### src/design/dws_pkg.sv
package dws_pkg;

    localparam int DEPTH  = 16;
    localparam int IDX_W  = (DEPTH > 1) ? $clog2(DEPTH) : 1;
    localparam int CNT_W  = $clog2(DEPTH + 1);
    localparam int DATA_W = 32;
    localparam int CMD_W  = 3;
    localparam int STAT_W = 2;

    typedef logic [IDX_W-1:0]  t_idx;
    typedef logic [IDX_W:0]    t_idx_ext;
    typedef logic [CNT_W-1:0]  t_cnt;
    typedef logic [DATA_W-1:0] t_data;

    localparam t_cnt     FULL_CNT = CNT_W'(DEPTH);
    localparam t_idx     LAST_IDX = IDX_W'(DEPTH - 1);
    localparam t_idx_ext DEPTH_EXT = (IDX_W + 1)'(DEPTH);

    typedef enum logic [CMD_W-1:0] {
        CMD_PUSH_FRONT = 3'd0,
        CMD_PUSH_BACK  = 3'd1,
        CMD_POP_FRONT  = 3'd2,
        CMD_POP_BACK   = 3'd3,
        CMD_SEARCH     = 3'd4
    } t_cmd;

    typedef enum logic [STAT_W-1:0] {
        ST_DONE  = 2'd0,
        ST_EMPTY = 2'd1,
        ST_FULL  = 2'd2
    } t_status;

    typedef enum logic [1:0] {
        S_IDLE,
        S_SCAN
    } t_state;

    function automatic t_idx ring_inc(input t_idx idx);
        return (idx == LAST_IDX) ? '0 : t_idx'(idx + 1'b1);
    endfunction

    function automatic t_idx ring_dec(input t_idx idx);
        return (idx == '0) ? LAST_IDX : t_idx'(idx - 1'b1);
    endfunction

    function automatic t_idx ring_add(input t_idx base, input t_idx off);
        t_idx_ext sum;
        sum = {1'b0, base} + {1'b0, off};
        if (sum >= DEPTH_EXT) begin
            sum = sum - DEPTH_EXT;
        end
        return sum[IDX_W-1:0];
    endfunction

endpackage

### src/design/dws_if.sv
interface dws_req_if;
    logic                             valid;
    logic                             ready;
    logic [dws_pkg::CMD_W-1:0]        cmd;
    logic signed [dws_pkg::DATA_W-1:0] value;

    modport source (output valid, output cmd, output value, input ready);
    modport sink   (input valid, input cmd, input value, output ready);
endinterface

interface dws_rsp_if;
    logic                       valid;
    logic                       ready;
    logic [dws_pkg::STAT_W-1:0] status;
    logic                       found;
    logic [dws_pkg::CNT_W-1:0]  count;

    modport source (output valid, output status, output found, output count, input ready);
    modport sink   (input valid, input status, input found, input count, output ready);
endinterface

### src/design/dws_ram.sv
module dws_ram #(
    parameter int DEPTH  = 16,
    parameter int WIDTH  = 32,
    parameter int ADDR_W = (DEPTH > 1) ? $clog2(DEPTH) : 1
) (
    input  logic              i_clk,
    input  logic              i_we,
    input  logic [ADDR_W-1:0] i_waddr,
    input  logic [WIDTH-1:0]  i_wdata,
    input  logic              i_re,
    input  logic [ADDR_W-1:0] i_raddr,
    output logic [WIDTH-1:0]  o_rdata
);

    logic [WIDTH-1:0] r_mem [DEPTH];

    always_ff @(posedge i_clk) begin
        if (i_we) begin
            r_mem[i_waddr] <= i_wdata;
        end
    end

    always_ff @(posedge i_clk) begin
        if (i_re) begin
            o_rdata <= r_mem[i_raddr];
        end
    end

endmodule

### src/design/deque_with_search_unit.sv
// channel  | dir | handshake    | payload
// i_req    | in  | valid/ready  | cmd[2:0], value[31:0] signed
// o_rsp    | out | valid/ready  | status[1:0], found, count[4:0]
//
// Push and pop: the response is registered on acceptance; a push writes the store
// in the accept cycle. Search: one store read per held entry through the single
// read port, stopping at the first match; an empty queue answers at once.
// A request is taken only when idle and the response register is free or
// being drained. Reset (i_rst_n low, synchronous) empties the queue.
module deque_with_search_unit (
    input  logic      i_clk,
    input  logic      i_rst_n,
    dws_req_if.sink   i_req,
    dws_rsp_if.source o_rsp
);

    dws_pkg::t_state  r_state, n_state;
    dws_pkg::t_idx    r_front, n_front;
    dws_pkg::t_cnt    r_count, n_count;
    dws_pkg::t_cnt    r_issue, n_issue;
    dws_pkg::t_idx    r_scan_addr, n_scan_addr;
    logic             r_rd_pend, n_rd_pend;
    dws_pkg::t_data   r_key, n_key;
    logic             r_out_valid, n_out_valid;
    dws_pkg::t_status r_out_status, n_out_status;
    logic             r_out_found, n_out_found;
    dws_pkg::t_cnt    r_out_count, n_out_count;

    logic           out_free;
    logic           req_acc;
    logic           ram_we;
    dws_pkg::t_idx  ram_waddr;
    dws_pkg::t_data ram_wdata;
    logic           ram_re;
    dws_pkg::t_data ram_rdata;
    logic           full;
    logic           empty;

    assign out_free    = !r_out_valid || o_rsp.ready;
    assign i_req.ready = (r_state == dws_pkg::S_IDLE) && out_free;
    assign req_acc     = i_req.valid && i_req.ready;
    assign full        = (r_count >= dws_pkg::FULL_CNT);
    assign empty       = (r_count == '0);
    assign ram_wdata   = dws_pkg::t_data'(i_req.value);

    assign o_rsp.valid  = r_out_valid;
    assign o_rsp.status = r_out_status;
    assign o_rsp.found  = r_out_found;
    assign o_rsp.count  = r_out_count;

    dws_ram #(
        .DEPTH (dws_pkg::DEPTH),
        .WIDTH (dws_pkg::DATA_W),
        .ADDR_W(dws_pkg::IDX_W)
    ) u_ram (
        .i_clk  (i_clk),
        .i_we   (ram_we),
        .i_waddr(ram_waddr),
        .i_wdata(ram_wdata),
        .i_re   (ram_re),
        .i_raddr(r_scan_addr),
        .o_rdata(ram_rdata)
    );

    always_ff @(posedge i_clk) begin
        if (!i_rst_n) begin
            r_state     <= dws_pkg::S_IDLE;
            r_front     <= '0;
            r_count     <= '0;
            r_issue     <= '0;
            r_scan_addr <= '0;
            r_rd_pend   <= 1'b0;
            r_out_valid <= 1'b0;
        end else begin
            r_state     <= n_state;
            r_front     <= n_front;
            r_count     <= n_count;
            r_issue     <= n_issue;
            r_scan_addr <= n_scan_addr;
            r_rd_pend   <= n_rd_pend;
            r_out_valid <= n_out_valid;
        end
    end

    always_ff @(posedge i_clk) begin
        r_key        <= n_key;
        r_out_status <= n_out_status;
        r_out_found  <= n_out_found;
        r_out_count  <= n_out_count;
    end

    always_comb begin
        n_state      = r_state;
        n_front      = r_front;
        n_count      = r_count;
        n_issue      = r_issue;
        n_scan_addr  = r_scan_addr;
        n_rd_pend    = 1'b0;
        n_key        = r_key;
        n_out_valid  = r_out_valid && !o_rsp.ready;
        n_out_status = r_out_status;
        n_out_found  = r_out_found;
        n_out_count  = r_out_count;
        ram_we       = 1'b0;
        ram_waddr    = r_front;
        ram_re       = 1'b0;

        unique case (r_state)
            dws_pkg::S_IDLE: begin
                if (req_acc) begin
                    n_out_valid  = 1'b1;
                    n_out_status = dws_pkg::ST_DONE;
                    n_out_found  = 1'b0;
                    unique case (dws_pkg::t_cmd'(i_req.cmd))
                        dws_pkg::CMD_PUSH_FRONT: begin
                            if (full) begin
                                n_out_status = dws_pkg::ST_FULL;
                            end else begin
                                ram_we    = 1'b1;
                                ram_waddr = dws_pkg::ring_dec(r_front);
                                n_front   = dws_pkg::ring_dec(r_front);
                                n_count   = r_count + 1'b1;
                            end
                        end
                        dws_pkg::CMD_PUSH_BACK: begin
                            if (full) begin
                                n_out_status = dws_pkg::ST_FULL;
                            end else begin
                                ram_we    = 1'b1;
                                ram_waddr = dws_pkg::ring_add(r_front,
                                                r_count[dws_pkg::IDX_W-1:0]);
                                n_count   = r_count + 1'b1;
                            end
                        end
                        dws_pkg::CMD_POP_FRONT: begin
                            if (empty) begin
                                n_out_status = dws_pkg::ST_EMPTY;
                            end else begin
                                n_front = dws_pkg::ring_inc(r_front);
                                n_count = r_count - 1'b1;
                            end
                        end
                        dws_pkg::CMD_POP_BACK: begin
                            if (empty) begin
                                n_out_status = dws_pkg::ST_EMPTY;
                            end else begin
                                n_count = r_count - 1'b1;
                            end
                        end
                        dws_pkg::CMD_SEARCH: begin
                            if (!empty) begin
                                n_out_valid = 1'b0;
                                n_state     = dws_pkg::S_SCAN;
                                n_key       = dws_pkg::t_data'(i_req.value);
                                n_issue     = '0;
                                n_scan_addr = r_front;
                            end
                        end
                        default: begin
                        end
                    endcase
                    n_out_count = n_count;
                end
            end
            dws_pkg::S_SCAN: begin
                ram_re = (r_issue < r_count);
                if (ram_re) begin
                    n_scan_addr = dws_pkg::ring_inc(r_scan_addr);
                    n_issue     = r_issue + 1'b1;
                    n_rd_pend   = 1'b1;
                end
                if (r_rd_pend && (ram_rdata == r_key)) begin
                    n_state      = dws_pkg::S_IDLE;
                    n_rd_pend    = 1'b0;
                    n_out_valid  = 1'b1;
                    n_out_status = dws_pkg::ST_DONE;
                    n_out_found  = 1'b1;
                    n_out_count  = r_count;
                end else if (!ram_re) begin
                    n_state      = dws_pkg::S_IDLE;
                    n_out_valid  = 1'b1;
                    n_out_status = dws_pkg::ST_DONE;
                    n_out_found  = 1'b0;
                    n_out_count  = r_count;
                end
            end
            default: begin
                n_state = dws_pkg::S_IDLE;
            end
        endcase
    end

    a_scan_out_empty: assert property (@(posedge i_clk) disable iff (!i_rst_n)
        (r_state == dws_pkg::S_SCAN) |-> !r_out_valid)
        else $error("response pending during search");

    a_count_bound: assert property (@(posedge i_clk) disable iff (!i_rst_n)
        r_count <= dws_pkg::FULL_CNT)
        else $error("entry count above depth");

    a_empty_pop_stable: assert property (@(posedge i_clk) disable iff (!i_rst_n)
        (req_acc && empty && (i_req.cmd == dws_pkg::CMD_POP_FRONT
                              || i_req.cmd == dws_pkg::CMD_POP_BACK))
        |=> ($stable(r_count) && $stable(r_front)
             && r_out_status == dws_pkg::ST_EMPTY))
        else $error("pop on empty queue changed state");

    a_search_progress: assert property (@(posedge i_clk) disable iff (!i_rst_n)
        (req_acc && i_req.cmd == dws_pkg::CMD_SEARCH)
        |=> (r_state == dws_pkg::S_SCAN || r_out_valid))
        else $error("search request lost");

    a_scan_no_write: assert property (@(posedge i_clk) disable iff (!i_rst_n)
        (r_state == dws_pkg::S_SCAN) |-> (!ram_we && $stable(r_count)))
        else $error("store modified during search");

endmodule
### src/flat_wrapper.sv
// flat-port wrapper written by rule: the top's interface ports become plain ports
module deque_with_search_unit_flat 
  (i_clk, i_rst_n, i_req_valid, i_req_cmd, i_req_value, i_req_ready, o_rsp_valid, o_rsp_status, o_rsp_found, o_rsp_count, o_rsp_ready);
  dws_req_if i_req_i ();
  dws_rsp_if o_rsp_i ();
  input  logic i_clk;
  input  logic i_rst_n;
  input wire logic [$bits(i_req_i.valid)-1:0] i_req_valid;
  input wire logic [$bits(i_req_i.cmd)-1:0] i_req_cmd;
  input wire logic [$bits(i_req_i.value)-1:0] i_req_value;
  output wire logic [$bits(i_req_i.ready)-1:0] i_req_ready;
  output wire logic [$bits(o_rsp_i.valid)-1:0] o_rsp_valid;
  output wire logic [$bits(o_rsp_i.status)-1:0] o_rsp_status;
  output wire logic [$bits(o_rsp_i.found)-1:0] o_rsp_found;
  output wire logic [$bits(o_rsp_i.count)-1:0] o_rsp_count;
  input wire logic [$bits(o_rsp_i.ready)-1:0] o_rsp_ready;
  assign i_req_i.valid = i_req_valid;
  assign i_req_i.cmd = i_req_cmd;
  assign i_req_i.value = i_req_value;
  assign i_req_ready = i_req_i.ready;
  assign o_rsp_valid = o_rsp_i.valid;
  assign o_rsp_status = o_rsp_i.status;
  assign o_rsp_found = o_rsp_i.found;
  assign o_rsp_count = o_rsp_i.count;
  assign o_rsp_i.ready = o_rsp_ready;
  deque_with_search_unit u_core (.i_clk(i_clk), .i_rst_n(i_rst_n), .i_req(i_req_i), .o_rsp(o_rsp_i));
endmodule
### config.mk
export PLATFORM = sky130hd
export DESIGN_NAME = deque_with_search_unit_flat
export DESIGN_NICKNAME = d
export VERILOG_FILES = /design/src/design/dws_pkg.sv /design/src/design/dws_if.sv /design/src/design/dws_ram.sv /design/src/design/deque_with_search_unit.sv /design/src/flat_wrapper.sv
export SDC_FILE = /design/constraint.sdc
export NUM_CORES = 1
export LEC_CHECK = 0
export ABC_AREA = 1
export BUFFER_PORTS_ARGS = -buffer_cell sky130_fd_sc_hd__buf_2
export CAP_MARGIN = 40
export CORE_MARGIN = 3
export CORE_UTILIZATION = 31
export CTS_CLUSTER_DIAMETER = 100
export CTS_CLUSTER_SIZE = 14
export DETAILED_ROUTE_END_ITERATION = 6
export MAX_ROUTING_LAYER = met4
export SLEW_MARGIN = 10
export SYNTH_ARGS = -nofsm -noshare
export SYNTH_HDL_FRONTEND = slang
export SYNTH_SLANG_ARGS = --single-unit
### constraint.sdc
create_clock -name i_clk -period 4.2 [get_ports i_clk]
set_input_delay 0.21 -clock i_clk [delete_from_list [all_inputs] [get_ports i_clk]]
set_output_delay 0.21 -clock i_clk [all_outputs]
set_load 0.01 [all_outputs]
==> results.toml <==
[status]
outcome = "finished clean"

[global_routing]
grt_pass1_vias = 14770
grt_pass1_wl_mm = 91.83
track_usage_pct = 14.96
grt_max_degree = 162
overflow = 0
antenna_found_initial = 8

[synthesis]
synth_cells = 1928
yosysWarnings = 0
synth_edf_count = 584
synth_top_area_share_pct = 70.94
ys_seq_area_share_pct = 72.64
postSynthAreaPerCell_um2 = 12.82
synthTopCellsByArea = "edfxtp_1 71%, nor2_1 5.7%, o21ai_0 3.2%"
synthFlopType = "edfxtp_1"
yosysUniqueCellTypes = 47
synthArstFlopShare_pct = 0
netlist_area_um2 = 24720
synth_top_cell_by_area = "edfxtp_1"
ys_ff_latch = 605
syn_nets = 1982

[drt]
routed_wl_mm = 61.05
drt_pass1_iterations = 5
wl_per_cell_um = 20.15
viasPerCell = 5.036
drcViolationCount = 0
via_count = 15260
ant_nets = 0
initialDrtViolationCount = 1541

[hold_path]
hp-start = "i_req_value[15]"
hold_path_class = "input port to flop"

[timing]
fin_crit_sh_pct = 79.53
max_freq_ghz = 0.2994
hold_violations = 0
final-setup-viol-count = 0
clock_skew_ns = 0.03166
tns_ns = 0
relSlewSlack_pct = 44.30
maxSlewViolCount = 0
fin_crit_ns = 3.340
whs_ns = 0.04784
worst_pin_slew_ns = 0.8304
rsz0062_at_grt = "false"

[cts]
cts_max_level = 2
cts_root_buf = "clkbuf_16"
path_clk_slew_ns = 0.07
clkSinkCount = 605
cts_buffers = 49
cts_tree = "done"
clk_latency_ns = 0.59
max-clock-path-buffers = 3

[cells_and_area]
drive_gt1_share_pct = 9.586
area_growth_pct = 12.17
final_cell_mix = "584 x edfxtp_1, 361 x nor2_1, 203 x nand2_1, 158 x o21ai_0, 79 x nand3_1"
nets = 2015
final_area_um2 = 27730
fin_cells = 3030
mostFrequentLayoutCell = "edfxtp_1"

[floorplan]
ios = 49
initial_core_util_pct = 31.60
die_h_um = 288.4
die_width_um = 288.4
core_um2 = 78230
die_area_um2 = 83170
row_count = 102

[setup_path]
critical_path.max_fanout = 17
worst_r2r_endpoint = "u_core.u_ram.r_mem[1][26]"
critPathLaunch = "u_core.r_front[0]"
critical_path_arrival_ns = 3.61
end_kind = "flop"
reg2reg_slack_ns = 0.86
critPathRequiredTime_ns = 4.47
crit_type = "flop to flop"
r2r-start = "u_core.r_front[0]"
crit_end = "u_core.u_ram.r_mem[1][26]"
startpoint_type = "flop"
reg2regPathDepth = 9

[power]
power_frac_clock_pct = 35.7
internal_power_uw = 9062
p_switching_uw = 2550
vdd_drop_max_mv = 0.2887
pwr-share-seq_pct = 57.9
switching_share_pct = 21.96
combPwrFrac_pct = 6.4
power.leakage_uw = 0.009088
power_density_nw_per_um2 = 418.8

[placement]
place_area_um2 = 26290
io_buffers = 48
dp_cells = 2943
hpwl_mm = 38.07
globalplace.congestion = 0.9093

[job]
cap_violations = 0
==> registers in the layout, indices dropped and copies added, names as in the netlist, 2 cells and up <==
name	flops
u_core.u_ram.o_rdata	32
u_core.r_count	5
u_core.r_key	32
u_core.o_rsp.count	5
u_core.r_issue	5
u_core.u_ram.r_mem	512
u_core.r_front	4
u_core.o_rsp.status	2
u_core.r_scan_addr	4
==> Yosys cell counts (2+ instances only) <==
master	n
edfxtp_1	584
nor2_1	378
nand2_1	203
o21ai_0	158
nand3_1	79
o32ai_1	78
inv_1	77
clkbuf_1	58
o221ai_1	38
mux2i_1	36
buf_2	32
o211ai_1	31
a21oi_1	21
dfxtp_1	21
ha_1	14
inv_2	13
o21ai_1	11
xor2_1	11
xnor2_1	10
buf_4	8
nand4_1	7
nand2_2	6
buf_1	5
nor3_1	5
o22ai_1	5
nand3_2	4
a22oi_1	3
clkinv_1	3
nor2_2	3
o21ai_2	3
or2_2	3
a211oi_1	2
nand3b_1	2
nor2_4	2
o22a_1	2
==> metal layers <==
metal / part of all wire [%] / vias up / wire length (um) / GRT usage (%)
li1: - / 7109 / - / -
met2: 47 / 494 / 28710 / 23.58
met3: 6.8 / 73 / 4123 / 3.047
met4: 1.8 / 0 / 1071 / 3.356
met1: 44 / 7582 / 27150 / 20.01
met5: 0 / - / 0 / -
==> cell families (layout without fill, tap and decap cells) <==
kind of cell,count (synthesis),count (layout),synth area share [%]
and+or+nand+nor,696,696,11.54
DFF,605,605,72.64
AOI/OAI and AO/OA,358,358,9.541
buffers and inverters,197,251,3.285
muxes,36,36,1.458
xor gates and xnor gates,21,21,0.7440
adders and majority gates,15,15,0.7896
other,0,8,0
==> per-stage QoR <==
stage	worst slack, ns	power (uW)	util, %
final	0.8599	11610	35.44
after global routing	0.5807	12020	35.44
after CTS	0.8295	11730	35.42
after detailed placement	0.8539	7593	33.60
after global placement	0.9149	7586	33.56
after floorplan	0.8254	7261	-
==> worst min-delay path by stage <==
stage                                  to  slack [ns]  cells past startpoint
5_1_grt        u_core.u_ram.r_mem[12][19]        0.04                      1
3_3_place_gp            u_core.r_issue[1]        0.50                      2
2_1_floorplan             u_core.r_key[0]        0.31                      0
4_1_cts        u_core.u_ram.r_mem[13][19]       0.004                      1
6_report        u_core.u_ram.r_mem[8][15]        0.05                      1
3_5_place_dp            u_core.r_issue[1]        0.50                      2
==> cell type report <==
type,instances,area [um2]
diodes,8,20.02
clock buffers,70,1326
clock inverters,2,27.53
fillers,7434,50500
inverters,94,360.3
multi-input cells,1126,6085
flip-flops and latches,605,17970
well taps,1040,1301
repair buffers,85,643.1
==> power by group through the flow <==
stage          sequential (uW)  combinational (uW)  clock [uW]
6_report                  6720                 746        4150
5_1_grt                   6720                 822        4480
4_1_cts                   6720                 750        4260
3_5_place_dp              6850                 741           0
3_3_place_gp              6850                 736           0
2_1_floorplan             6830                 428           0
==> critical path, cell delays in order, from the launching register on <==
cell and delay [ns]:
dfxtp_1 0.46, ha_1 0.24, fa_1 0.42, o21a_1 0.17, nand2_1 0.05, o211ai_1 0.10
o21ai_2 0.14, nand3_1 0.38, nor2_4 0.66, buf_4 0.37
==> repair_timing <==
action                                 in CTS  in global routing
endpoints found under the hold margin      62                  0
buffers inserted                            0                  0
hold buffers                                7                  0
gates resized for setup                     0                  0
Note: power is estimated with default switching activity, not from simulation.
